## src/hw/rtl/wrf_pkg.sv

```systemverilog
// shared types, constants and helpers of the window rank filter
`timescale 1ns / 1ps
`default_nettype none
package wrf_pkg;

  localparam int MAX_WINDOW = 15;
  localparam int LINE_COLS  = 1024;
  localparam int LINE_DEPTH = MAX_WINDOW * LINE_COLS;
  localparam int ADDR_W     = $clog2(LINE_DEPTH);
  localparam int MAX_WIDTH  = 1024;
  localparam int MAX_HEIGHT = 4096;
  localparam int FIFO_DEPTH = 2;

  localparam int ROW_W  = 12;
  localparam int COL_W  = 10;
  localparam int WID_W  = 11;
  localparam int HGT_W  = 13;
  localparam int WIN_W  = 4;
  localparam int PROD_W = 22;
  localparam int CFG_IDX_W  = 3;
  localparam int CFG_DATA_W = 13;

  localparam logic [CFG_IDX_W-1:0] REG_WIDTH  = 3'd0;
  localparam logic [CFG_IDX_W-1:0] REG_HEIGHT = 3'd1;
  localparam logic [CFG_IDX_W-1:0] REG_WINDOW = 3'd2;
  localparam logic [CFG_IDX_W-1:0] REG_RANK   = 3'd3;
  localparam logic [CFG_IDX_W-1:0] REG_MODE   = 3'd4;

  localparam logic OP_PIXEL = 1'b0;
  localparam logic OP_FLUSH = 1'b1;

  localparam logic [1:0] RANK_MIN = 2'd0;
  localparam logic [1:0] RANK_MED = 2'd1;

  typedef struct packed {
    logic       operation;
    logic [7:0] pixel_value;
  } in_item_t;

  typedef struct packed {
    logic [7:0] result_pixel;
    logic       frame_last;
  } out_item_t;

  typedef struct packed {
    logic [ROW_W-1:0] row;
    logic [COL_W-1:0] col;
    logic [WID_W-1:0] width;
    logic [HGT_W-1:0] height;
    logic [WIN_W-1:0] win;
    logic [7:0]       target;
    logic             contour;
    logic             last;
  } job_t;

  typedef enum logic [3:0] {
    BK_IDLE, BK_ROW, BK_COL, BK_DRAIN, BK_DECIDE,
    BK_CPROD, BK_CREAD, BK_CWAIT, BK_RESULT
  } bk_state_t;

  // raster index modulo 15*1024: the upper part mod 15 by summing hex digits
  function automatic logic [ADDR_W-1:0] line_addr(input logic [PROD_W-1:0] x);
    logic [11:0] q;
    logic [5:0]  s1;
    logic [4:0]  s2;
    logic [3:0]  r;
    q  = x[PROD_W-1:10];
    s1 = {2'b0, q[11:8]} + {2'b0, q[7:4]} + {2'b0, q[3:0]};
    s2 = {3'b0, s1[5:4]} + {1'b0, s1[3:0]};
    r  = (s2 >= 5'd15) ? 4'(s2 - 5'd15) : s2[3:0];
    return {r, x[9:0]};
  endfunction

endpackage
`default_nettype wire

```

## src/hw/rtl/wrf_front.sv

```systemverilog
// front end: config registers, pixel intake, raster positions, job issue
`timescale 1ns / 1ps
`default_nettype none
module wrf_front
  import wrf_pkg::*;
(
  input  wire logic                  clk,
  input  wire logic                  rst_n,
  input  wire logic                  cfg_valid,
  output logic                       cfg_ready,
  input  wire logic [CFG_IDX_W-1:0]  cfg_index,
  input  wire logic [CFG_DATA_W-1:0] cfg_data,
  input  wire logic                  in_push,
  output logic                       in_full,
  input  wire in_item_t              in_data,
  input  wire logic                  back_busy,
  input  wire logic                  job_empty,
  output logic                       job_push,
  output job_t                       job,
  output logic                       wr_en,
  output logic      [ADDR_W-1:0]     wr_addr,
  output logic      [7:0]            wr_data
);
  logic [WID_W-1:0] width_r;
  logic [HGT_W-1:0] height_r;
  logic [WIN_W-1:0] win_r;
  logic [1:0]       rank_r;
  logic             mode_r;
  logic [ROW_W-1:0] in_row_r, out_row_r;
  logic [COL_W-1:0] in_col_r, out_col_r;
  logic             done_r;
  logic [ADDR_W-1:0] ptr_r;

  logic [WID_W-1:0] w_eff, wmax;
  logic [HGT_W-1:0] h_eff, hmax;
  logic [WIN_W-1:0] d_eff, ahead;
  logic [7:0]       n_cnt, target;
  logic             acc, pix;
  logic [WID_W-1:0] col1;
  logic [HGT_W-1:0] row1;
  logic [ROW_W-1:0] row_nxt;
  logic [COL_W-1:0] col_nxt;
  logic             done_nxt, wrap;
  logic [HGT_W-1:0] need_r;
  logic [WID_W-1:0] need_c;
  logic [HGT_W-1:0] row_ahead;
  logic [WID_W-1:0] col_ahead;
  logic             due, last;
  logic             cfg_wr, geom_wr;

  assign cfg_ready = 1'b1;
  assign cfg_wr    = cfg_valid && cfg_ready;
  assign geom_wr   = cfg_wr && (cfg_index == REG_WIDTH || cfg_index == REG_HEIGHT ||
                                cfg_index == REG_WINDOW);

  // one item at a time: the back end owns the line store while it works
  assign in_full = back_busy || !job_empty;
  assign acc     = in_push && !in_full;
  assign pix     = acc && (in_data.operation == OP_PIXEL) && !done_r;

  always_comb begin
    if (width_r == '0) w_eff = WID_W'(1);
    else if (width_r > WID_W'(MAX_WIDTH)) w_eff = WID_W'(MAX_WIDTH);
    else w_eff = width_r;
    if (height_r == '0) h_eff = HGT_W'(1);
    else if (height_r > HGT_W'(MAX_HEIGHT)) h_eff = HGT_W'(MAX_HEIGHT);
    else h_eff = height_r;
    if (win_r == '0) d_eff = WIN_W'(1);
    else if (win_r > WIN_W'(MAX_WINDOW)) d_eff = WIN_W'(MAX_WINDOW);
    else d_eff = win_r;
  end

  assign wmax  = w_eff - 1'b1;
  assign hmax  = h_eff - 1'b1;
  assign ahead = d_eff - 1'b1 - (d_eff >> 1);
  assign n_cnt = {4'b0, d_eff} * {4'b0, d_eff};

  always_comb begin
    case (rank_r)
      RANK_MIN: target = '0;
      RANK_MED: target = n_cnt >> 1;
      default:  target = n_cnt - 1'b1;
    endcase
  end

  // input position after this item
  always_comb begin
    col1     = {1'b0, in_col_r} + 1'b1;
    row1     = {1'b0, in_row_r} + 1'b1;
    row_nxt  = in_row_r;
    col_nxt  = in_col_r;
    done_nxt = done_r;
    wrap     = 1'b0;
    if (pix) begin
      if (col1 >= w_eff) begin
        col_nxt = '0;
        if (row1 >= h_eff) begin
          row_nxt  = '0;
          done_nxt = 1'b1;
          wrap     = 1'b1;
        end else begin
          row_nxt = row1[ROW_W-1:0];
        end
      end else begin
        col_nxt = col1[COL_W-1:0];
      end
    end
  end

  assign row_ahead = {1'b0, out_row_r} + {{(HGT_W-WIN_W){1'b0}}, ahead};
  assign col_ahead = {1'b0, out_col_r} + {{(WID_W-WIN_W){1'b0}}, ahead};
  assign need_r    = (row_ahead > hmax) ? hmax : row_ahead;
  assign need_c    = (col_ahead > wmax) ? wmax : col_ahead;
  assign due       = acc && (done_nxt || ({1'b0, row_nxt} > need_r) ||
                     ({1'b0, row_nxt} == need_r && {1'b0, col_nxt} > need_c));
  assign last      = ({1'b0, out_row_r} == hmax) && ({1'b0, out_col_r} == wmax);

  assign job_push    = due;
  assign job.row     = out_row_r;
  assign job.col     = out_col_r;
  assign job.width   = w_eff;
  assign job.height  = h_eff;
  assign job.win     = d_eff;
  assign job.target  = target;
  assign job.contour = mode_r;
  assign job.last    = last;

  assign wr_en   = pix;
  assign wr_addr = ptr_r;
  assign wr_data = in_data.pixel_value;

  always_ff @(posedge clk) begin
    if (!rst_n) begin
      width_r   <= WID_W'(256);
      height_r  <= HGT_W'(256);
      win_r     <= WIN_W'(3);
      rank_r    <= RANK_MIN;
      mode_r    <= 1'b0;
      in_row_r  <= '0;
      in_col_r  <= '0;
      out_row_r <= '0;
      out_col_r <= '0;
      done_r    <= 1'b0;
      ptr_r     <= '0;
    end else begin
      // new frame on a geometry write or after the frame's last result
      if (geom_wr || (due && last)) begin
        in_row_r  <= '0;
        in_col_r  <= '0;
        out_row_r <= '0;
        out_col_r <= '0;
        done_r    <= 1'b0;
        ptr_r     <= '0;
      end else begin
        in_row_r <= row_nxt;
        in_col_r <= col_nxt;
        done_r   <= done_nxt;
        if (pix) begin
          if (wrap) ptr_r <= '0;
          else ptr_r <= (ptr_r == ADDR_W'(LINE_DEPTH - 1)) ? '0 : ptr_r + 1'b1;
        end
        if (due) begin
          if ({1'b0, out_col_r} == wmax) begin
            out_col_r <= '0;
            out_row_r <= out_row_r + 1'b1;
          end else begin
            out_col_r <= out_col_r + 1'b1;
          end
        end
      end
      if (cfg_wr) begin
        case (cfg_index)
          REG_WIDTH:  width_r  <= cfg_data[WID_W-1:0];
          REG_HEIGHT: height_r <= cfg_data[HGT_W-1:0];
          REG_WINDOW: win_r    <= cfg_data[WIN_W-1:0];
          REG_RANK:   rank_r   <= cfg_data[1:0];
          REG_MODE:   mode_r   <= cfg_data[0];
          default:    ;
        endcase
      end
    end
  end
endmodule
`default_nettype wire

```

## config.mk

```make
export PLATFORM = sky130hd
export DESIGN_NAME = wrf_front
export DESIGN_NICKNAME = d
export VERILOG_FILES = /design/src/hw/rtl/wrf_pkg.sv /design/src/hw/rtl/wrf_front.sv
export SDC_FILE = /design/constraint.sdc
export NUM_CORES = 1
export LEC_CHECK = 0
export ABC_AREA = 1
export BUFFER_PORTS_ARGS = -buffer_cell sky130_fd_sc_hd__buf_2
export CAP_MARGIN = 40
export CORE_MARGIN = 2
export CORE_UTILIZATION = 33
export CTS_CLUSTER_DIAMETER = 80
export DETAILED_ROUTE_END_ITERATION = 7
export GPL_TIMING_DRIVEN = 0
export PLACE_DENSITY = 0.61
export SLEW_MARGIN = 25
export SYNTH_ARGS = -nofsm -noshare
export SYNTH_HDL_FRONTEND = slang
export SYNTH_SLANG_ARGS = --single-unit
```

## constraint.sdc

```tcl
create_clock -name clk -period 7.46 [get_ports clk]
set_input_delay 0.746 -clock clk [delete_from_list [all_inputs] [get_ports clk]]
set_output_delay 0.746 -clock clk [all_outputs]
set_load 0.01 [all_outputs]
```

==> results.json <==
{
  "status": "complete, no violations",
  "slowest_stage": "dfxtp_4",
  "worstPathRequired_ns": 6.71,
  "cpPeakStageDelay_ns": 0.39,
  "grt_max_degree": 19,
  "maxCapViolations": 0,
  "rows": 60,
  "timing.final.ws_setup_ns": 0.390,
  "fmaxAchievable_ghz": 0.141,
  "root_buffer": "clkbuf_16",
  "clk_latency_ns": 0.36,
  "place_area_sq_mm": 0.00995,
  "synth_edf_count": 0,
  "firstDrtPassIters": 5,
  "finalCriticalPeriod_ns": 7.07,
  "grt_pass1_wl_microns": 45700,
  "synth_top_flop_cell": "dfxtp_1",
  "area_growth_pct": 19.0,
  "clk_path_buf_depth": 2,
  "drv_slew": 0,
  "clock_sinks": 90,
  "skew_ns": 0.0117,
  "ys_ff_latch": 90,
  "ys_seq_area_share_pct": 20.0,
  "cp_common_cell": "nand2_1",
  "grt_usage_pct": 20.0,
  "syn_nets": 1567,
  "dieArea_sq_mm": 0.0286,
  "totalWireLength_microns": 28600,
  "min_path_type": "flop to flop",
  "crit_path_start_kind": "flop",
  "dp_hpwl_microns": 23300,
  "powerDensity_mw_per_mm2": 122,
  "drive_gt1_share_pct": 17.1,
  "syn-cell-area_sq_mm": 0.00899,
  "synthArstFlopShare_pct": 0,
  "final_area_sq_mm": 0.0107,
  "holdWs_ns": 0.452,
  "start_util_pct": 33.4,
  "grt_overflow": 0,
  "clk_pin_slew_worst_paths_ns": 0.08,
  "nets": 1709,
  "leakage_nw": 5.37,
  "numCtsBuffers": 9,
  "htreeDepth": 3,
  "viasPerCell": 5.02,
  "drc_errors": 0,
  "num_vias": 9656,
  "antenna_found_initial": 0,
  "yosys_warnings": 0,
  "synthDistinctLibCells": 53,
  "setup.worst_path.class": "flop to output pin",
  "regArea_sq_mm": 0.00181,
  "port_buffers": 107,
  "hold_violations": 0,
  "fp.coreArea_sq_mm": 0.0269,
  "worst_setup_path_end_kind": "output pin",
  "place.gp.congestion": 0.934,
  "worstMarginPinSlew_ns": 0.702,
  "grt_pass1_vias": 8806,
  "worstPathMaxFanout": 10,
  "final_cells": 1923,
  "first_iter_violations": 863,
  "syn_inst": 1435,
  "final_antenna_net_count": 0,
  "avgSynthCellArea_sq_um": 6.26,
  "pre_cts_ws_ns": -0.841,
  "postCtsHoldBufs": 0,
  "die_height_microns": 169,
  "slew_headroom_pct": 52.8,
  "dp_cells": 1883,
  "routedWlPerCell_microns": 14.9,
  "die_x_microns": 169,
  "n_fill_cell": 2914,
  "irDropWorstVdd_uv": 96.3,
  "io_pins": 117,
  "multi_input_area_sq_mm": 0.00632,
  "arrival_ns": 6.32,
  "setup_viol": 0,
  "insertedDiodeCount": 0,
  "period_share_pct": 94.8,
  "cts_tree": "done"
}
[synthesized netlist by cell type (all sizes together), types with 21 or more instances]
master	count	area share [%]
nor2	211	9.3
a21oi	59	3.3
nor3	27	1.5
buf	24	2.2
nand3	100	5.7
clkbuf	21	0.88
nand2	336	15
nand4	33	2.3
o21ai	100	5.7
xor2	50	4.9
ha	98	14
dfxtp	90	20
inv	204	8.5
[sequential cells by signal, summed over array words and instances, names as in the netlist]
register and cells:
done_r 1, height_r 13, in_col_r 10, in_row_r 12, mode_r 1, out_col_r 10, out_row_r 12, rank_r 2
width_r 11, win_r 4, wr_addr 14
[cell usage in the layout, fill, tap and decap left out, drive strengths merged, types with 4 or more instances in the layout]
cell type | Yosys | final
nand2 | 336 | 336
nor2 | 211 | 211
inv | 204 | 206
buf | 24 | 158
nand3 | 100 | 100
o21ai | 100 | 100
ha | 98 | 98
dfxtp | 90 | 90
a21oi | 59 | 59
xor2 | 50 | 50
nand4 | 33 | 33
nor3 | 27 | 27
clkbuf | 21 | 27
o31ai | 8 | 8
o22ai | 8 | 8
a22oi | 7 | 7
clkinv | 3 | 7
o21a | 6 | 6
nor4 | 6 | 6
xnor2 | 5 | 5
o41ai | 4 | 4
o21bai | 4 | 4
[final cells by class]
type	instances	area share, %
multi-input cells	1093	59.1
flip-flops and latches	90	16.9
inverters	207	7.38
repair buffers	132	6.80
well taps	341	3.99
plain buffers	44	2.82
clock buffers	9	2.11
clock inverters	7	0.912
[timing repair]
item / 4_1_cts / 5_1_grt
setup buffers: 7 / 18
pin swaps: 3 / 21
resized for setup: 30 / 52
endpoints found under the setup margin: 60 / 1
[worst max-delay path: cells and delay by family, from the launching register on]
kind	cells	cell delay, ns
DFF	1	0.39
buffers and inverters	9	0.94
xor gates and xnor gates	2	0.28
AOI/OAI and AO/OA	5	0.58
and+or+nand+nor	24	2.42
adders and majority gates	5	1.36
[logic make-up (layout without fill, tap and decap cells)]
family,after synthesis,after routing,share of synthesized area (%)
other cells,1,1,0.0417
fa+ha+maj,101,101,14.3
buf+inv,252,399,11.8
flops,90,90,20.0
mux,1,1,0.111
simple gates,722,722,34.6
xor+xnor,56,56,5.61
compound gates,212,212,13.5
[layer usage]
metal	part of all wire [%]	up-vias	GRT usage (%)	wire length, microns
met5	0	-	0	0
met4	1.6	0	5.09	461
met3	5.8	27	3.25	1650
met2	45	283	33.1	12900
met1	48	4383	27.2	13600
li1	-	4963	-	-
[stage by stage]
step	utilization [%]	total power [mW]	TNS [ns]
global placement	37.0	0.790	-13.11
CTS	38.8	1.31	0
global route	39.8	1.38	-0.00687
finish	39.8	1.31	0
floorplan	-	0.712	0
detailed placement	37.0	0.795	-17.00
[where the power goes]
group          switching (mW)  internal, mW  total (mW)
registers             0.00976         0.486       0.496
logic                   0.199         0.108       0.307
clock network           0.233         0.270       0.503
[final timing paths]
check	startpoint	endpoint	slack (ns)	cells after the start
hold reg to reg	mode_r	mode_r	0.45	2
setup / recovery	win_r[2]	job_push	0.39	45
hold / removal	mode_r	mode_r	0.45	2
setup reg to reg	win_r[2]	in_col_r[0]	0.98	48
Note: power is estimated with default switching activity, not from simulation.
