**config.mk**
```make
export PLATFORM = sky130hd
export DESIGN_NAME = wrf_fifo
export DESIGN_NICKNAME = d
export VERILOG_FILES = /design/src/hw/rtl/wrf_pkg.sv /design/src/hw/rtl/wrf_fifo.sv
export SDC_FILE = /design/constraint.sdc
export NUM_CORES = 1
export LEC_CHECK = 0
export ABC_CLOCK_PERIOD_IN_PS = 2000
export BUFFER_PORTS_ARGS = -buffer_cell sky130_fd_sc_hd__buf_2
export CORE_MARGIN = 3
export CORE_UTILIZATION = 41
export DETAILED_ROUTE_END_ITERATION = 10
export PLACE_DENSITY_LB_ADDON = 0.25
export SYNTH_ARGS = -nofsm -noshare
export SYNTH_HDL_FRONTEND = slang
export SYNTH_SLANG_ARGS = --single-unit
```
**constraint.sdc**
```tcl
create_clock -name clk -period 2 [get_ports clk]
set_input_delay 0.3 -clock clk [delete_from_list [all_inputs] [get_ports clk]]
set_output_delay 0.3 -clock clk [all_outputs]
set_load 0.005 [all_outputs]
```
**src/hw/rtl/wrf_pkg.sv**
```systemverilog
// shared types, constants and helpers of the window rank filter
`timescale 1ns / 1ps
`default_nettype none
package wrf_pkg;

  localparam int MAX_WINDOW = 15;
  localparam int LINE_COLS  = 1024;
  localparam int LINE_DEPTH = MAX_WINDOW * LINE_COLS;
  localparam int ADDR_W     = $clog2(LINE_DEPTH);
  localparam int MAX_WIDTH  = 1024;
  localparam int MAX_HEIGHT = 4096;
  localparam int FIFO_DEPTH = 2;

  localparam int ROW_W  = 12;
  localparam int COL_W  = 10;
  localparam int WID_W  = 11;
  localparam int HGT_W  = 13;
  localparam int WIN_W  = 4;
  localparam int PROD_W = 22;
  localparam int CFG_IDX_W  = 3;
  localparam int CFG_DATA_W = 13;

  localparam logic [CFG_IDX_W-1:0] REG_WIDTH  = 3'd0;
  localparam logic [CFG_IDX_W-1:0] REG_HEIGHT = 3'd1;
  localparam logic [CFG_IDX_W-1:0] REG_WINDOW = 3'd2;
  localparam logic [CFG_IDX_W-1:0] REG_RANK   = 3'd3;
  localparam logic [CFG_IDX_W-1:0] REG_MODE   = 3'd4;

  localparam logic OP_PIXEL = 1'b0;
  localparam logic OP_FLUSH = 1'b1;

  localparam logic [1:0] RANK_MIN = 2'd0;
  localparam logic [1:0] RANK_MED = 2'd1;

  typedef struct packed {
    logic       operation;
    logic [7:0] pixel_value;
  } in_item_t;

  typedef struct packed {
    logic [7:0] result_pixel;
    logic       frame_last;
  } out_item_t;

  typedef struct packed {
    logic [ROW_W-1:0] row;
    logic [COL_W-1:0] col;
    logic [WID_W-1:0] width;
    logic [HGT_W-1:0] height;
    logic [WIN_W-1:0] win;
    logic [7:0]       target;
    logic             contour;
    logic             last;
  } job_t;

  typedef enum logic [3:0] {
    BK_IDLE, BK_ROW, BK_COL, BK_DRAIN, BK_DECIDE,
    BK_CPROD, BK_CREAD, BK_CWAIT, BK_RESULT
  } bk_state_t;

  // raster index modulo 15*1024: the upper part mod 15 by summing hex digits
  function automatic logic [ADDR_W-1:0] line_addr(input logic [PROD_W-1:0] x);
    logic [11:0] q;
    logic [5:0]  s1;
    logic [4:0]  s2;
    logic [3:0]  r;
    q  = x[PROD_W-1:10];
    s1 = {2'b0, q[11:8]} + {2'b0, q[7:4]} + {2'b0, q[3:0]};
    s2 = {3'b0, s1[5:4]} + {1'b0, s1[3:0]};
    r  = (s2 >= 5'd15) ? 4'(s2 - 5'd15) : s2[3:0];
    return {r, x[9:0]};
  endfunction

endpackage
`default_nettype wire

```
**src/hw/rtl/wrf_fifo.sv**
```systemverilog
// small register fifo used for jobs and for results
`timescale 1ns / 1ps
`default_nettype none
module wrf_fifo
  import wrf_pkg::*;
#(
  parameter int WIDTH = $bits(out_item_t),
  parameter int DEPTH = FIFO_DEPTH
) (
  input  wire logic             clk,
  input  wire logic             rst_n,
  input  wire logic             push,
  input  wire logic [WIDTH-1:0] wr_data,
  output logic                  full,
  input  wire logic             pop,
  output logic      [WIDTH-1:0] rd_data,
  output logic                  empty
);
  localparam int PTR_W = (DEPTH > 1) ? $clog2(DEPTH) : 1;
  localparam int CNT_W = $clog2(DEPTH + 1);

  logic [WIDTH-1:0] store_r [DEPTH];
  logic [PTR_W-1:0] wp_r, rp_r;
  logic [CNT_W-1:0] cnt_r;
  logic do_push, do_pop;

  assign full    = (cnt_r == CNT_W'(DEPTH));
  assign empty   = (cnt_r == '0);
  assign do_push = push && !full;
  assign do_pop  = pop && !empty;
  assign rd_data = store_r[rp_r];

  always_ff @(posedge clk) begin
    if (!rst_n) begin
      wp_r  <= '0;
      rp_r  <= '0;
      cnt_r <= '0;
    end else begin
      if (do_push) wp_r <= (wp_r == PTR_W'(DEPTH - 1)) ? '0 : wp_r + 1'b1;
      if (do_pop)  rp_r <= (rp_r == PTR_W'(DEPTH - 1)) ? '0 : rp_r + 1'b1;
      if (do_push && !do_pop) cnt_r <= cnt_r + 1'b1;
      else if (do_pop && !do_push) cnt_r <= cnt_r - 1'b1;
    end
  end

  always_ff @(posedge clk) begin
    if (do_push) store_r[wp_r] <= wr_data;
  end
endmodule
`default_nettype wire

```
==> reports/metrics.yaml, run 1 <==
status: "finished clean"
rsz0062_at_grt: "false"
yosysTopAreaCell: "edfxtp_1"
die_area_mm2: 0.00274
coreArea_mm2: 0.00200
grt_pass1_vias: 512
synthCells: 53
drc: 0
critPathKind: "reg2out"
fin_nets: 95
cts_buffers: 3
max_freq_mhz: 593
power_mw: 1.23
final_cell_mix: "buf_2 (23), edfxtp_1 (18), mux2_2 (9)"
p_leak_nw: 0.414
arrival_ns: 1.39
fillerInstances: 187
firstDrtPassIters: 2
finalSetupViolations: 0
area_growth_pct: 20.2
cts_setup_buffers: 0
num_vias: 501
drv_slew: 0
synthesis.nets: 67
rows: 16
syn_area_per_cell_um2: 16.6
die_w_um: 52.4
grt_use_total: 0.107
wire_per_inst_um: 12.0
wirelength_mm: 1.29
crit_fanout: 9
cts_sinks: 23
yosys_warnings: 0
layout-drive-gt1-share: 0.475
relSlewSlack: 0.731
setup_tns_ns: 0
clkTransAtPathRegs_ns: 0.12
ctsHoldBuffers: 0
start_util: 0.440
place_congestion: 0.635
finalCritPeriodShare: 0.843
synth_area_leaders: "edfxtp_1 (61%), mux2_2 (12%), dfxtp_1 (11%), and2_1 (2.1%), xnor2_1 (2.0%)"
start_kind: "register"
drt_iter0_drc: 6
period_needed_ns: 1.69
antenna_found_initial: 0
ys_ff_latch: 23
final_common_cell: "buf_2"
cp-end-kind: "primary output"
synth_top_area_share: 0.614
numPortBuffers: 23
worstMarginPinSlew_ns: 0.404
netlist_area_um2: 881
cts_root_buf: "clkbuf_4"
cts_tree: "built"
crit_required_ns: 1.70
maxCapViolCount: 0
fin_worst_skew_ns: 0.00387
die_h_um: 52.4
power_density_mw_per_mm2: 1160
ys_seq_area_frac: 0.727
clk_latency_ns: 0.30
overflow: 0
cts_htree_levels: 1
hold_viol_final: 0
hold_path.class: "in2reg"
diodes: 0
vdd_ir_drop_max_uv: 803
ioPinCount: 24
clock_path_buffers: 2
ant_nets: 0
via_per_inst: 4.68
grt_max_degree: 13
grt_pass1_wl_mm: 2.08
synth_cell_type_count: 20
cts_resized: 0
[synth_stat cells]
| master | number |
|---|---|
| buf_2 | 1 |
| or3_1 | 1 |
| inv_1 | 1 |
| nor3_2 | 1 |
| a21boi_0 | 1 |
| xor2_1 | 1 |
| o21a_1 | 1 |
| a21boi_1 | 1 |
| dfxtp_1 | 5 |
| o21ai_0 | 1 |
| edfxtp_1 | 18 |
| o21ai_1 | 1 |
| and3_1 | 1 |
| nand2b_1 | 1 |
| ha_1 | 1 |
| inv_2 | 1 |
| mux2_2 | 9 |
| xnor2_1 | 2 |
| and2_1 | 3 |
| nor2_1 | 2 |
[where the power goes]
part	internal, mW	switching [mW]	total, mW
sequential	0.609	0.0603	0.669
combinational	0.205	0.151	0.356
clock	0.0777	0.126	0.204
[state kept, by name (all words and copies together), names as in the netlist, named ones only]
name and cells:
wp_r 1, cnt_r 2, rp_r 1, store_r 18
[per-stage QoR]
| step | utilization | cells | cell area, um^2 | worst slack [ns] | hold WS [ns] |
|---|---|---|---|---|---|
| after global placement | 0.516 | 103 | 1030 | 0.509 | 0.488 |
| after floorplan | - | 53 | 881 | 0.532 | 0.399 |
| after CTS | 0.529 | 107 | 1060 | 0.276 | 0.172 |
| final | 0.529 | 107 | 1060 | 0.313 | 0.178 |
| after detailed placement | 0.516 | 103 | 1030 | 0.421 | 0.496 |
| after global routing | 0.529 | 107 | 1060 | 0.217 | 0.165 |
[layout make-up]
type	count	area [um^2]	share of cell area
Inverter	2	7.51	0.00709
Tap cell	27	33.8	0.0319
Sequential cell	23	641	0.605
Clock buffer	4	26.3	0.0248
Multi-Input combinational cell	27	228	0.215
Timing Repair Buffer	24	123	0.116
[worst paths after layout]
check	depth (start not counted)	slack (ns)	to	start
hold / removal	1	0.18	store_r[1][4]$_DFFE_PP_	wr_data[4]
hold reg to reg	2	0.54	cnt_r[1]$_SDFFE_PN0P_	cnt_r[1]$_SDFFE_PN0P_
setup / recovery	2	0.31	rd_data[8]	register
setup reg to reg	6	0.42	cnt_r[1]$_SDFFE_PN0P_	cnt_r[0]$_SDFFE_PN0P_
[layer usage]
| metal | vias to the layer above | wire length, um | share of wire | global-route usage |
|---|---|---|---|---|
| met5 | - | 0 | 0 | 0 |
| met4 | 0 | 0 | 0 | 0.0638 |
| met3 | 0 | 84 | 0.065 | 0.0285 |
| met2 | 15 | 679 | 0.53 | 0.182 |
| met1 | 238 | 524 | 0.41 | 0.118 |
| li1 | 248 | - | - | - |
[logic make-up after synthesis]
| group | Yosys count | synth area share |
|---|---|---|
| adder cells (fa/ha/maj) | 1 | 0.0142 |
| buffers and inverters | 3 | 0.0142 |
| flip-flops | 23 | 0.727 |
| AO/OA/AOI/OAI | 5 | 0.0369 |
| XOR/XNOR | 3 | 0.0298 |
| AND/OR/NAND/NOR | 9 | 0.0625 |
| multiplexers | 9 | 0.115 |
[worst max-delay path, cell delays in order, from the launching register on]
cell and delay, ns:
dfxtp_1 0.58, mux2_2 0.38, buf_2 0.12
(Power assumes the default switching activity.)
==> run 2: changes to the inputs <==
Settings changed: ABC_CLOCK_PERIOD_IN_PS 2000 to 1750.
Clock period 2 ns to 1.75 ns, I/O delays scaled along.
==> reports/metrics.yaml, run 2 (same netlist as run 1, synthesis figures left out) <==
cts_setup_buffers: 0  # unchanged
hold_viol_final: 0  # unchanged
ant_nets: 0  # unchanged
grt_pass1_wl_mm: 2.08  # unchanged
die_area_mm2: 0.00274  # unchanged
drc: 0  # unchanged
largest_register: "store_r"
crit_required_ns: 1.49  # -0.21 ns
rows: 16  # unchanged
relSlewSlack: 0.731  # unchanged
die_w_um: 52.4  # unchanged
p_leak_nw: 0.414  # about the same
arrival_ns: 1.39  # about the same
overflow: 0  # unchanged
reg2reg_slack_ns: 0.21  # -0.21 ns
grt_max_degree: 13  # unchanged
clk_latency_ns: 0.30  # about the same
finalSetupViolations: 0  # unchanged
cts_resized: 0  # unchanged
power_mw: 1.41  # +14%
cp-end-kind: "primary output"
layout-drive-gt1-share: 0.488  # +0.0125
clock_path_buffers: 2  # unchanged
ioPinCount: 24  # unchanged
numPortBuffers: 23  # unchanged
wire_per_inst_um: 12.0  # unchanged
status: "finished clean"
die_h_um: 52.4  # unchanged
critPathKind: "reg2out"
crit_slowest_cell: "dfxtp_1"
finalCritPeriodShare: 0.943
rsz0062_at_grt: "false"
period_needed_ns: 1.65
area_growth_pct: 20.3
cts_buffers: 3  # unchanged
maxCapViolCount: 0  # unchanged
drv_slew: 0  # unchanged
crit_family: "flip-flops"
grt_use_total: 0.107  # unchanged
crit_chain: "mux2_2 -> buf_2"
cts_sinks: 23  # unchanged
hold_path.class: "in2reg"
drt_iter0_drc: 6  # unchanged
worstMarginPinSlew_ns: 0.404  # unchanged
top_regs: "store_r: 18 flops, cnt_r: 2 flops"
antenna_found_initial: 0  # unchanged
cts_tree: "built"
grt_pass1_vias: 512  # unchanged
coreArea_mm2: 0.00200  # unchanged
fin_nets: 95  # unchanged
start_kind: "register"
max_freq_mhz: 606
cts_htree_levels: 1  # unchanged
cp_slowest_stage_delay_ns: 0.58  # about the same
clkTransAtPathRegs_ns: 0.12  # about the same
ctsHoldBuffers: 0  # unchanged
firstDrtPassIters: 2  # unchanged
crit_fanout: 9  # unchanged
place_congestion: 0.635  # unchanged
via_per_inst: 4.68  # unchanged
start_util: 0.440  # unchanged
diodes: 0  # unchanged
vdd_ir_drop_max_uv: 926  # +15%
worstPathBufferInverterCount: 1  # unchanged
num_vias: 501  # unchanged
wirelength_mm: 1.29  # unchanged
cts_root_buf: "clkbuf_4"
power_density_mw_per_mm2: 1330  # +14%
setup_tns_ns: 0  # unchanged
final_cell_mix: "buf_2 (23), edfxtp_1 (18), mux2_2 (9)"
fin_worst_skew_ns: 0.00379  # -0.0000778 ns
largest_reg_flops: 18  # unchanged
final_common_cell: "buf_2"
==> run 2: power by group <==
part	internal, mW	switching [mW]
Clock	0.0888	0.144
Combinational	0.235	0.172
Sequential	0.698	0.0690
Total	1.02	0.386
==> run 2: worst register-to-register path, stage by stage, from the launching register on <==
cell,delay [ns]
dfxtp_2,0.36
nand2b_1,0.18
inv_2,0.09
nor2_1,0.04
ha_1,0.32
or3_1,0.35
a21boi_1,0.14
==> run 2: final cells by class <==
class                   count  area (um^2)
inverters                   2         7.51
repair buffers             24          123
multi-input cells          27          228
flip-flops and latches     23          642
clock buffers               4         26.3
well taps                  27         33.8
fillers                   187          942
==> run 2: final timing paths <==
check / startpoint / endpoint / depth (start not counted)
setup / recovery: register / rd_data[8] / 2
hold / removal: wr_data[4] / store_r[1][4]$_DFFE_PP_ / 1
setup reg to reg: cnt_r[0]$_SDFFE_PN0P_ / cnt_r[1]$_SDFFE_PN0P_ / 6
hold reg to reg: cnt_r[1]$_SDFFE_PN0P_ / cnt_r[1]$_SDFFE_PN0P_ / 2
==> run 2: per-stage QoR <==
stage / setup slack [ns] / instances / hold slack [ns] / utilization / instance area [um^2]
after floorplan: 0.282 / 53 / 0.361 / - / 881
after global placement: 0.259 / 103 / 0.451 / 0.516 / 1030
after detailed placement: 0.171 / 103 / 0.458 / 0.516 / 1030
after CTS: 0.0635 / 107 / 0.135 / 0.529 / 1060
after global routing: 0.00435 / 107 / 0.128 / 0.529 / 1060
final: 0.101 / 107 / 0.141 / 0.529 / 1060
==> run 2: per-layer routing <==
metal,GRT usage,up-vias,wire [um]
met5,0,-,0
met2,0.182,15,678
met4,0.0638,0,0
met1,0.118,238,524
li1,-,248,-
met3,0.0285,0,84
==> run 3: changes to the inputs <==
Settings changed: HOLD_SLACK_MARGIN set to 0.15, SKIP_CTS_REPAIR_TIMING set to 1.
==> reports/metrics.yaml, run 3 (same netlist as run 1, synthesis figures left out) <==
cp-end-kind: "primary output"
grt_use_total: 0.107  # unchanged
cp_slowest_stage_delay_ns: 0.58  # about the same
final_common_cell: "buf_2"
relSlewSlack: 0.731  # about the same
ant_nets: 0  # unchanged
crit_fanout: 9  # unchanged
ioPinCount: 24  # unchanged
worstReg2RegStart: "cnt_r[0]$_SDFFE_PN0P_"
r2r-end: "cnt_r[1]$_SDFFE_PN0P_"
clk_latency_ns: 0.30  # about the same
rsz0062_at_grt: "false"
internal_power_mw: 1.03  # +1.3%
finalCritPeriodShare: 0.941  # -0.00111
via_per_inst: 4.53  # -3.3%
period_needed_ns: 1.65  # -0.00194 ns
hold_path.class: "in2reg"
largest_register: "store_r"
diodes: 0  # unchanged
maxCapViolCount: 0  # unchanged
crit_required_ns: 1.49  # about the same
numPortBuffers: 23  # unchanged
power_density_mw_per_mm2: 1240  # -6.8%
grt_max_degree: 13  # unchanged
cts_sinks: 23  # unchanged
final_cell_mix: "buf_2 (23), edfxtp_1 (18), mux2_2 (9), dlygate4sd3_1 (9), dfxtp_1 (4)"
worstMarginPinSlew_ns: 0.404  # -0.000228 ns
antenna_found_initial: 0  # unchanged
status: "finished clean"
die_w_um: 52.4  # unchanged
reg2reg_slack_ns: 0.21  # about the same
clkTransAtPathRegs_ns: 0.12  # about the same
layout-drive-gt1-share: 0.438  # -0.0493
power.share.switching: 0.273  # -0.00120
worstPathBufferInverterCount: 1  # unchanged
die_h_um: 52.4  # unchanged
vdd_ir_drop_max_uv: 920  # -0.63%
final_area_mm2: 0.00115  # +8.5%
start_kind: "register"
area_growth_pct: 30.5
wire_per_inst_um: 11.6  # -3.7%
drc: 0  # unchanged
crit_slowest_cell: "dfxtp_1"
overflow: 0  # unchanged
r2r_cells: 6  # unchanged
p_clk_frac: 0.164  # -0.002
hold_path_end: "wp_r$_SDFFE_PN0P_"
fin_worst_skew_ns: 0.00428  # +0.000490 ns
largest_reg_flops: 18  # unchanged
wirelength_mm: 1.34  # +4.4%
crit_family: "flip-flops"
arrival_ns: 1.38  # about the same
cts_root_buf: "clkbuf_4"
fin_nets: 104  # +9.5%
max_freq_mhz: 607  # +0.12%
die_area_mm2: 0.00274  # unchanged
finalSetupViolations: 0  # unchanged
rows: 16  # unchanged
critPathKind: "reg2out"
firstDrtPassIters: 2  # unchanged
p_leak_nw: 0.452  # +9.1%
p_sw_mw: 0.388  # +0.67%
cts_tree: "built"
seqPwrFrac: 0.539  # -0.006
crit_chain: "mux2_2 -> buf_2"
top_regs: "store_r: 18 flops, cnt_r: 2 flops"
start_util: 0.440  # unchanged
hold_viol_final: 0  # unchanged
cts_htree_levels: 1  # unchanged
drv_slew: 0  # unchanged
place_congestion: 0.635  # unchanged
placed_cell_area_mm2: 0.00103  # unchanged
coreArea_mm2: 0.00200  # unchanged
grt_pass1_vias: 512  # unchanged
drt_iter0_drc: 6  # unchanged
comb_power_share: 0.297  # +0.008
hold_start: "rst_n"
whs_path_depth: 2  # +1
setup_tns_ns: 0  # unchanged
num_vias: 525  # +4.8%
clock_path_buffers: 2  # unchanged
grt_pass1_wl_mm: 2.08  # unchanged
cts_buffers: 3  # unchanged
-- run 3: changes by cell type in the layout (fill, tap and decap cells not counted) --
cell           previous run  this run
dlygate4sd3_1             0         9
-- run 3: power by group through the flow --
stage	sequential [mW]	combinational [mW]	clock, mW
6_report	0.767	0.422	0.234
5_1_grt	0.779	0.479	0.259
4_1_cts	0.766	0.416	0.241
3_5_place_dp	0.777	0.414	0
3_3_place_gp	0.776	0.405	0
2_1_floorplan	0.742	0.296	0
-- run 3: per-layer routing --
layer  routed length, um  global-route usage
met1                 575               0.118
met3                  73              0.0285
met5                   0                   0
met2                 694               0.182
met4                   0              0.0638
-- run 3: cell type report --
type	instances	area, um^2
clock buffer	4	26.3
fill	177	852
inverter	2	7.51
multi-input combinational	27	228
sequential	23	642
tap	27	33.8
timing repair buffer	33	213
-- run 3: how the worst max path moves through the flow --
stage                       endpoint  slack (ns)  cells after the start
5_1_grt                   rd_data[3]       0.004                      2
4_1_cts                   rd_data[8]        0.06                      2
2_1_floorplan  cnt_r[1]$_SDFFE_PN0P_        0.28                      6
6_report                  rd_data[8]        0.10                      2
3_5_place_dp   cnt_r[1]$_SDFFE_PN0P_        0.17                      6
3_3_place_gp   cnt_r[1]$_SDFFE_PN0P_        0.26                      6
-- run 3: through the flow --
step | worst slack, ns | cells | util | hold WS (ns) | power (mW)
after floorplan | 0.282 | 53 | - | 0.361 | 1.04
after global placement | 0.259 | 103 | 0.516 | 0.451 | 1.18
after detailed placement | 0.171 | 103 | 0.516 | 0.458 | 1.19
after CTS | 0.0635 | 107 | 0.529 | 0.135 | 1.42
after global routing | 0.00435 | 116 | 0.574 | 0.227 | 1.52
final | 0.103 | 116 | 0.574 | 0.217 | 1.42
