**config.mk**
```make
export PLATFORM = sky130hd
export DESIGN_NAME = wrf_back
export DESIGN_NICKNAME = d
export VERILOG_FILES = /design/src/hw/rtl/wrf_pkg.sv /design/src/hw/rtl/wrf_back.sv
export SDC_FILE = /design/constraint.sdc
export NUM_CORES = 1
export LEC_CHECK = 0
export BUFFER_PORTS_ARGS = -buffer_cell sky130_fd_sc_hd__buf_2
export CAP_MARGIN = 20
export CORE_MARGIN = 4
export CORE_UTILIZATION = 60
export CTS_BUF_LIST = sky130_fd_sc_hd__clkbuf_8
export DETAILED_ROUTE_END_ITERATION = 8
export MAX_ROUTING_LAYER = met4
export PLACE_DENSITY = 0.79
export SKIP_LAST_GASP = 1
export SYNTH_ARGS = -nofsm -noshare
export SYNTH_HDL_FRONTEND = slang
export SYNTH_SLANG_ARGS = --single-unit
```
**constraint.sdc**
```tcl
create_clock -name clk -period 16.2 [get_ports clk]
set_input_delay 4.86 -clock clk [delete_from_list [all_inputs] [get_ports clk]]
set_output_delay 4.86 -clock clk [all_outputs]
set_load 0.02 [all_outputs]
```
**src/hw/rtl/wrf_pkg.sv**
```systemverilog
// shared types, constants and helpers of the window rank filter
`timescale 1ns / 1ps
`default_nettype none
package wrf_pkg;

  localparam int MAX_WINDOW = 15;
  localparam int LINE_COLS  = 1024;
  localparam int LINE_DEPTH = MAX_WINDOW * LINE_COLS;
  localparam int ADDR_W     = $clog2(LINE_DEPTH);
  localparam int MAX_WIDTH  = 1024;
  localparam int MAX_HEIGHT = 4096;
  localparam int FIFO_DEPTH = 2;

  localparam int ROW_W  = 12;
  localparam int COL_W  = 10;
  localparam int WID_W  = 11;
  localparam int HGT_W  = 13;
  localparam int WIN_W  = 4;
  localparam int PROD_W = 22;
  localparam int CFG_IDX_W  = 3;
  localparam int CFG_DATA_W = 13;

  localparam logic [CFG_IDX_W-1:0] REG_WIDTH  = 3'd0;
  localparam logic [CFG_IDX_W-1:0] REG_HEIGHT = 3'd1;
  localparam logic [CFG_IDX_W-1:0] REG_WINDOW = 3'd2;
  localparam logic [CFG_IDX_W-1:0] REG_RANK   = 3'd3;
  localparam logic [CFG_IDX_W-1:0] REG_MODE   = 3'd4;

  localparam logic OP_PIXEL = 1'b0;
  localparam logic OP_FLUSH = 1'b1;

  localparam logic [1:0] RANK_MIN = 2'd0;
  localparam logic [1:0] RANK_MED = 2'd1;

  typedef struct packed {
    logic       operation;
    logic [7:0] pixel_value;
  } in_item_t;

  typedef struct packed {
    logic [7:0] result_pixel;
    logic       frame_last;
  } out_item_t;

  typedef struct packed {
    logic [ROW_W-1:0] row;
    logic [COL_W-1:0] col;
    logic [WID_W-1:0] width;
    logic [HGT_W-1:0] height;
    logic [WIN_W-1:0] win;
    logic [7:0]       target;
    logic             contour;
    logic             last;
  } job_t;

  typedef enum logic [3:0] {
    BK_IDLE, BK_ROW, BK_COL, BK_DRAIN, BK_DECIDE,
    BK_CPROD, BK_CREAD, BK_CWAIT, BK_RESULT
  } bk_state_t;

  // raster index modulo 15*1024: the upper part mod 15 by summing hex digits
  function automatic logic [ADDR_W-1:0] line_addr(input logic [PROD_W-1:0] x);
    logic [11:0] q;
    logic [5:0]  s1;
    logic [4:0]  s2;
    logic [3:0]  r;
    q  = x[PROD_W-1:10];
    s1 = {2'b0, q[11:8]} + {2'b0, q[7:4]} + {2'b0, q[3:0]};
    s2 = {3'b0, s1[5:4]} + {1'b0, s1[3:0]};
    r  = (s2 >= 5'd15) ? 4'(s2 - 5'd15) : s2[3:0];
    return {r, x[9:0]};
  endfunction

endpackage
`default_nettype wire

```
**src/hw/rtl/wrf_back.sv**
```systemverilog
// back end: bitwise rank selection over the window, one pass per result bit
`timescale 1ns / 1ps
`default_nettype none
module wrf_back
  import wrf_pkg::*;
(
  input  wire logic              clk,
  input  wire logic              rst_n,
  input  wire logic              job_empty,
  input  wire job_t              job_in,
  output logic                   job_pop,
  output logic                   busy,
  output logic                   rd_en,
  output logic      [ADDR_W-1:0] rd_addr,
  input  wire logic [7:0]        rd_data,
  input  wire logic              out_full,
  output logic                   out_push,
  output out_item_t              out_item
);
  bk_state_t state_r, state_nxt;
  job_t              job_r;
  logic [WIN_W-1:0]  k_r, m_r;
  logic [2:0]        bit_r;
  logic [7:0]        prefix_r, target_r, cnt_r, result_r;
  logic [PROD_W-1:0] prod_r;
  logic              rd_vld_r;

  logic [WIN_W-1:0]  half, dmax;
  logic [HGT_W-1:0]  rsum, rdiff, hmax;
  logic [WID_W-1:0]  csum, cdiff, wmax;
  logic [ROW_W-1:0]  rr;
  logic [COL_W-1:0]  cc, col_sel;
  logic [ROW_W-1:0]  row_sel;
  logic [ROW_W+WID_W-1:0] prod_full;
  logic [3:0]        sh;
  logic [8:0]        mask9;
  logic              hit;
  logic [7:0]        prefix_set;
  logic              take_one;

  assign half = job_r.win >> 1;
  assign dmax = job_r.win - 1'b1;
  assign hmax = job_r.height - 1'b1;
  assign wmax = job_r.width - 1'b1;

  // clamped window coordinates
  always_comb begin
    rsum  = {1'b0, job_r.row} + {{(HGT_W-WIN_W){1'b0}}, k_r};
    rdiff = rsum - {{(HGT_W-WIN_W){1'b0}}, half};
    if (rsum < {{(HGT_W-WIN_W){1'b0}}, half}) rr = '0;
    else if (rdiff > hmax) rr = hmax[ROW_W-1:0];
    else rr = rdiff[ROW_W-1:0];
    csum  = {1'b0, job_r.col} + {{(WID_W-WIN_W){1'b0}}, m_r};
    cdiff = csum - {{(WID_W-WIN_W){1'b0}}, half};
    if (csum < {{(WID_W-WIN_W){1'b0}}, half}) cc = '0;
    else if (cdiff > wmax) cc = wmax[COL_W-1:0];
    else cc = cdiff[COL_W-1:0];
  end

  assign row_sel   = (state_r == BK_CPROD) ? job_r.row : rr;
  assign col_sel   = (state_r == BK_CREAD) ? job_r.col : cc;
  assign prod_full = row_sel * job_r.width;
  assign rd_addr   = line_addr(prod_r + {{(PROD_W-COL_W){1'b0}}, col_sel});

  // values whose upper bits match the prefix and whose current bit is zero
  assign sh       = {1'b0, bit_r} + 4'd1;
  assign mask9    = 9'h1FF << sh;
  assign hit      = rd_vld_r && (((rd_data ^ prefix_r) & mask9[7:0]) == 8'd0) &&
                    !rd_data[bit_r];
  assign take_one = (target_r >= cnt_r);
  always_comb begin
    prefix_set = prefix_r;
    prefix_set[bit_r] = 1'b1;
  end

  always_comb begin
    state_nxt = state_r;
    unique case (state_r)
      BK_IDLE:   if (!job_empty) state_nxt = BK_ROW;
      BK_ROW:    state_nxt = BK_COL;
      BK_COL:    if (m_r == dmax) state_nxt = (k_r == dmax) ? BK_DRAIN : BK_ROW;
      BK_DRAIN:  state_nxt = BK_DECIDE;
      BK_DECIDE: begin
        if (bit_r != 3'd0) state_nxt = BK_ROW;
        else state_nxt = job_r.contour ? BK_CPROD : BK_RESULT;
      end
      BK_CPROD:  state_nxt = BK_CREAD;
      BK_CREAD:  state_nxt = BK_CWAIT;
      BK_CWAIT:  state_nxt = BK_RESULT;
      BK_RESULT: if (!out_full) state_nxt = BK_IDLE;
      default:   state_nxt = BK_IDLE;
    endcase
  end

  always_comb begin
    job_pop  = 1'b0;
    rd_en    = 1'b0;
    out_push = 1'b0;
    busy     = 1'b1;
    unique case (state_r)
      BK_IDLE: begin
        busy    = 1'b0;
        job_pop = !job_empty;
      end
      BK_COL, BK_CREAD: rd_en = 1'b1;
      BK_RESULT: out_push = !out_full;
      default: ;
    endcase
  end

  assign out_item.result_pixel = result_r;
  assign out_item.frame_last   = job_r.last;

  always_ff @(posedge clk) begin
    if (!rst_n) begin
      state_r  <= BK_IDLE;
      rd_vld_r <= 1'b0;
    end else begin
      state_r  <= state_nxt;
      rd_vld_r <= (state_r == BK_COL);
    end
  end

  always_ff @(posedge clk) begin
    if (hit) cnt_r <= cnt_r + 1'b1;
    case (state_r)
      BK_IDLE: begin
        job_r    <= job_in;
        k_r      <= '0;
        m_r      <= '0;
        bit_r    <= 3'd7;
        prefix_r <= '0;
        target_r <= job_in.target;
        cnt_r    <= '0;
      end
      BK_ROW, BK_CPROD: begin
        prod_r <= prod_full[PROD_W-1:0];
        m_r    <= '0;
      end
      BK_COL: begin
        if (m_r == dmax) k_r <= k_r + 1'b1;
        else m_r <= m_r + 1'b1;
      end
      BK_DECIDE: begin
        if (take_one) begin
          prefix_r <= prefix_set;
          target_r <= target_r - cnt_r;
          result_r <= prefix_set;
        end else begin
          result_r <= prefix_r;
        end
        cnt_r <= '0;
        k_r   <= '0;
        bit_r <= bit_r - 1'b1;
      end
      BK_CWAIT: result_r <= (rd_data > result_r) ? rd_data - result_r : 8'd0;
      default: ;
    endcase
  end
endmodule
`default_nettype wire

```
==> results of run 1 <==
[sequential cells by signal (all words and copies together), names as in the netlist]
name / count
cnt_r: 8
job_r: 48
rd_vld_r: 1
bit_r: 3
state_r: 4
prod_r: 22
out_item: 1
k_r: 4
result_r: 8
target_r: 8
half: 3
m_r: 4
prefix_r: 8
[critical path, delay by kind of cell (launching register included)]
kind            cells  cell delay [ps]
fa+ha+maj          11             3850
compound gates     16             3480
mux                 3              870
buf+inv             5              580
simple gates        4              520
flops               1              440
xor+xnor            2              320
[final timing paths]
kind | endpoint | slack, ps | startpoint
hold reg to reg | cnt_r[7] | 550 | cnt_r[7]
hold / removal | cnt_r[7] | 550 | cnt_r[7]
setup reg to reg | prod_r[21] | 4780 | k_r[0]
setup / recovery | rd_addr[11] | 820 | m_r[0]
[layout make-up]
type                            count  area (sq um)
Multi-Input combinational cell   1100          9034
Fill cell                        1719          7337
Sequential cell                   122          3533
Inverter                          197         739.5
Timing Repair Buffer              103         528.0
Tap cell                          280         350.3
Clock buffer                       17         234.0
Clock inverter                     15         200.2
Antenna cell                        1         2.502
[layer usage]
| metal | vias up | routed length (microns) | track usage |
|---|---|---|---|
| met5 | - | 0 | - |
| met4 | 0 | 793 | 0.08611 |
| met3 | 73 | 2233 | 0.05030 |
| met2 | 386 | 14730 | 0.4199 |
| met1 | 5124 | 13450 | 0.3474 |
| li1 | 5129 | - | - |
[metrics by stage]
| step | hold slack (ps) | cell area (sq um) |
|---|---|---|
| 5_1_grt | 614.9 | 14620 |
| 3_3_place_gp | 528.5 | 14180 |
| 6_report | 551.4 | 14620 |
| 2_1_floorplan | 508.8 | 13500 |
| 4_1_cts | 561.1 | 14620 |
| 3_5_place_dp | 539.8 | 14180 |
[cells in the final DEF (no fill, tap or decap), types with 12 or more instances in the layout]
cell type,count
dfxtp_1,13
nor2b_1,17
xnor2_1,89
xor2_1,36
nand3_1,25
edfxtp_1,109
nand4_1,17
o31ai_1,14
clkbuf_8,17
mux2i_1,12
nor3_1,25
a31oi_1,13
buf_2,98
a21oi_1,64
a211oi_1,14
nor2_1,83
fa_1,101
inv_1,199
nand2_1,165
o21ai_0,48
a21o_1,19
and2_1,64
ha_1,139
[cells by family after synthesis]
kind of cell             after synthesis
AO/OA/AOI/OAI                        253
XOR/XNOR                             126
adder cells (fa/ha/maj)              240
buffers and inverters                246
flip-flops                           122
multiplexers                          20
AND/OR/NAND/NOR                      461
==> results.md, run 1 <==
* Critical path class: flop to output port
* Async SR Flop Fraction at 0
* Mapped Area at 13500 sq um
* Post-Synthesis Cells at 1468
* DRC Markers at 0
* Clk root buf: clkbuf_8
* CP startpoint kind: flop
* Synth Area in Adders at 0.2787
* Placed Cells at 1802
* Slew Viols, Final at 0
* Total of max-cap violations at 0
* Final hold violation count at 0
* Max incr delay on CP at 620 ps
* Setup WS pre-CTS at 1330 ps
* PnR worst setup slack at 824.7 ps
* Ys flop type: edfxtp_1
* Simple-Gate Fraction of Synth Area at 0.1656
* Hpwl dp at 25260 microns
* Iter 0 DRT Violations at 752
* Worst setup EP type: output port
* Layout overhead on the synthesized area at 8.334%
* Crit-path slowest cell: a211oi_1
* Yosys reg bits at 122
* Initial core utilization at 0.6146
* First-pass GRT wire length at 51560 microns
* HP Class: flop to flop
* Syn nets at 1780
* Largest net degree at the start of global routing at 54
* Synth top cells by count: 197 x inv_1, 165 x nand2_1, 139 x ha_1
* Ys Warns at 0
* Largest family of logic cells by synthesized area: adder cells
* Post-synth EDFFs at 109
* Die Area at 24960 sq um
* Reg clk slew, reported paths at 80 ps
* Core Area at 21960 sq um
* Max Fanout on Critical Path at 10
* Max Clock Skew at 12.57 ps
* Die X at 158.0 microns
* Status: finished, final reports clean
* Setup bufs post-CTS at 0
* Slew headroom at 0.3030
* Synth area leader: edfxtp_1
* Grt total ovfl at 0
* WP data arrival at 10520 ps
* Port bufs at 98
* # rows at 54
* DRT Wirelength at 31210 microns
* Fin cells at 1835
* Vias in the first global route at 10788
* Initial antenna violation count at 0
* CTS buffer count at 17
* Gp weighted congestion at 0.9281
* Clock Sinks at 122
* Synth cell types at 69
* Post-cts sizing count at 0
* Most frequent cell after synthesis: inv_1
* Die H at 158.0 microns
* Hold buffer count at CTS at 0
* Top cells by area, synth: edfxtp_1 24%, fa_1 15%, ha_1 13%
* Io pins at 99
* Crit-path most repeated cell: ha_1
* TNS Setup at 0 ps
* RSZ-0062 raised after global routing: no
* Period minus WS final at 15380 ps
* Xor/xnor cell area share of the yosys netlist at 0.08278
* Nets at 1853
* Register-to-Register Path Depth at 37
* Slew @ Worst Pin at 1039 ps
* Share of the synthesized area in the top cell type at 0.2425
* WHS Path Cells at 3
* Drt via density at 5.838
* Worst skew pair latency at 450 ps
* Routed wire length per instance at 17.01 microns
* Avg Cell Area, Syn at 9.194 sq um
* Seq/Total Area, Yosys at 0.2618
* Crit share post-route at 0.9491
* CP required at 11340 ps
* Compound-gate portion of the synthesized area at 0.1260
* # setup viols final at 0
* Mux cell area share after synthesis at 0.01557
* Clock Tree Buf Depth at 2
* Routed via count at 10712
* TritonCTS clock tree: built
* Antenna-violating nets left at 0
* First-pass DRT Iterations at 6
* Layout cells sized above 1 at 0.1049
* Finished Core Util at 0.6659
* H-tree depth at 4
* GRT Total Usage at 0.2651
* Fmax at 0.06504 GHz
Power of run 1 is left out: the tool's default activity adds up to more than one toggle a clock period on the data nets, which glitch-free logic cannot reach.
==> run 2, diff against run 1 <==
--- a/config.mk
+++ b/config.mk
@@ -5,8 +5,9 @@
 export SDC_FILE = /design/constraint.sdc
 export NUM_CORES = 1
 export LEC_CHECK = 0
-export BUFFER_PORTS_ARGS = -buffer_cell sky130_fd_sc_hd__buf_2
+export BUFFER_PORTS_ARGS = -buffer_cell sky130_fd_sc_hd__buf_4
 export CAP_MARGIN = 20
+export CORE_ASPECT_RATIO = 0.8
 export CORE_MARGIN = 4
 export CORE_UTILIZATION = 60
 export CTS_BUF_LIST = sky130_fd_sc_hd__clkbuf_8
==> run 2 against run 1 <==
Against the previous run:
- via count up 0.31%
- final cell count rose by 1.1%
- maximum frequency rose by 0.79%
- final area grew 1.6%
- sequential share of layout area down 0.38 points
- worst setup slack improved by 120 ps
- hold slack improved by 9.6 ps
- non-clock buffer count grew 1
- flip-flop and latch count unchanged
- critical path depth unchanged
==> results.md, run 2 (synthesis gave the netlist of run 1 again) <==
* Status: finished, final reports clean
* Max Clock Skew at 27.84 ps (+15.27 ps)
* Fillers at 1764 (+2.6%)
* Clk root buf: clkbuf_8
* Post-cts sizing count at 0 (unchanged)
* CP required at 11340 ps (about the same)
* DRT Wirelength at 32500 microns (+4.1%)
* Origin of the worst setup path: m_r[0]
* H-tree depth at 4 (unchanged)
* Gp weighted congestion at 0.9195 (-0.93%)
* Die Area at 24970 sq um (about the same)
* Commonest non-fill, non-tap cells in the layout: 197 x inv_1, 165 x nand2_1, 139 x ha_1
* Largest registers: job_r: 48 flops, prod_r: 22 flops
* Crit-path slowest cell: a211oi_1
* WP data arrival at 10390 ps (-130 ps)
* Worst setup EP type: output port
* Core Area at 21860 sq um (-0.44%)
* First-pass DRT Iterations at 6 (unchanged)
* Reg clk slew, reported paths at 90 ps (about the same)
* Crit share post-route at 0.9417 (-0.007440)
* Fmax at 0.06555 GHz (+0.79%)
* Most flops, register: job_r
* Slew headroom at 0.2660 (-0.03693)
* Worst hold start: cnt_r[6]
* Max Fanout on Critical Path at 10 (unchanged)
* CP startpoint kind: flop
* Port bufs at 98 (unchanged)
* Setup bufs post-CTS at 0 (unchanged)
* Drt via density at 5.792 (-0.77%)
* HP Class: flop to flop
* Routed via count at 10745 (+0.31%)
* Hpwl dp at 25870 microns (+2.4%)
* Worst skew pair latency at 480 ps (+30 ps)
* Commonest non-fill, non-tap cell in the layout: inv_1
* DRC Markers at 0 (unchanged)
* Vias in the first global route at 10619 (-1.6%)
* Iter 0 DRT Violations at 991 (+32%)
* Initial core utilization at 0.6174 (+0.002744)
* Clock Sinks at 122 (unchanged)
* Hold buffer count at CTS at 0 (unchanged)
* Largest net degree at the start of global routing at 54 (unchanged)
* Ant diodes at 0 (-1)
* Layout overhead on the synthesized area at 10.05%
* Critical path class: flop to output port
* Max incr delay on CP at 580 ps (-40 ps)
* Max reg flops at 48 (unchanged)
* # rows at 48 (-11%)
* Crit-path most repeated cell: ha_1
* Nets at 1854 (+0.054%)
* Slew Viols, Final at 0 (unchanged)
* GRT Total Usage at 0.2746 (+0.009517)
* Reg2Reg Launch Point: k_r[0]
* # setup viols final at 0 (unchanged)
* Io pins at 99 (unchanged)
* Antenna-violating nets left at 0 (unchanged)
* TritonCTS clock tree: built
* First-pass GRT wire length at 53500 microns (+3.8%)
* CTS buffer count at 17 (unchanged)
* TNS Setup at 0 ps (unchanged)
* Finished Core Util at 0.6794 (+0.01356)
* Initial antenna violation count at 1 (+1)
* Grt total ovfl at 0 (unchanged)
* Die X at 175.7 microns (+11%)
* Layout cells sized above 1 at 0.1068 (+0.001862)
* Slew @ Worst Pin at 1089 ps (+50.84 ps)
* Total of max-cap violations at 0 (unchanged)
* Routed wire length per instance at 17.52 microns (+3.0%)
* Clock Tree Buf Depth at 2 (unchanged)
* Final hold violation count at 0 (unchanged)
* Die H at 142.1 microns (-10%)
* Period minus WS final at 15250 ps (-120.5 ps)
* RSZ-0062 raised after global routing: no
run 2: cell types whose count changed in the layout (fill, tap and decap cells not counted), moves of 2 or more:
cell | previous run | this run
inv_8 | 0 | 3
buf_4 | 5 | 104
buf_2 | 98 | 0
inv_1 | 199 | 197
bufinv_16 | 4 | 1
run 2: layer usage:
layer | vias to the layer above | share of wire | wire (microns) | track usage
met1 | 5178 | 0.48 | 15680 | 0.3995
met5 | - | 0 | 0 | -
met4 | 0 | 0.013 | 422 | 0.06399
met2 | 363 | 0.44 | 14430 | 0.4091
met3 | 47 | 0.061 | 1971 | 0.04329
li1 | 5157 | - | - | -
run 2: path summary, 6_finish.rpt:
path	depth (start not counted)	to	slack, ps
worst max-delay path	41	rd_addr[11]	950
worst min-delay path	3	cnt_r[7]	560
worst max register to register	37	prod_r[21]	4640
worst min register to register	3	cnt_r[7]	560
run 2: critical path: cells and delay by family (launching register included):
kind / cells / cell delay, ps
and+or+nand+nor: 4 / 500
adders and majority gates: 11 / 3880
muxes: 3 / 860
DFF: 1 / 450
AOI/OAI and AO/OA: 16 / 3330
buffers and inverters: 5 / 580
xor gates and xnor gates: 2 / 340
run 2: metrics by stage:
stage          std cells  instance area [sq um]  worst slack (ps)  hold slack, ps
4_1_cts             1855                  14850             918.9           570.6
5_1_grt             1855                  14850             129.3           597.8
6_report            1855                  14850             945.2           561.0
3_5_place_dp        1823                  14460              1457           553.9
2_1_floorplan       1468                  13500              2082           508.8
3_3_place_gp        1823                  14460              1665           531.9
run 2: final cells by class:
class                           count  area [sq um]  share of cell area
Timing Repair Buffer              104         780.7             0.05257
Multi-Input combinational cell   1100          9034              0.6082
Clock inverter                     15         156.4             0.01053
Tap cell                          300         375.4             0.02527
Sequential cell                   122          3533              0.2379
Inverter                          197         739.5             0.04979
Clock buffer                       17         234.0             0.01575
Power of run 2 is left out for the same reason.
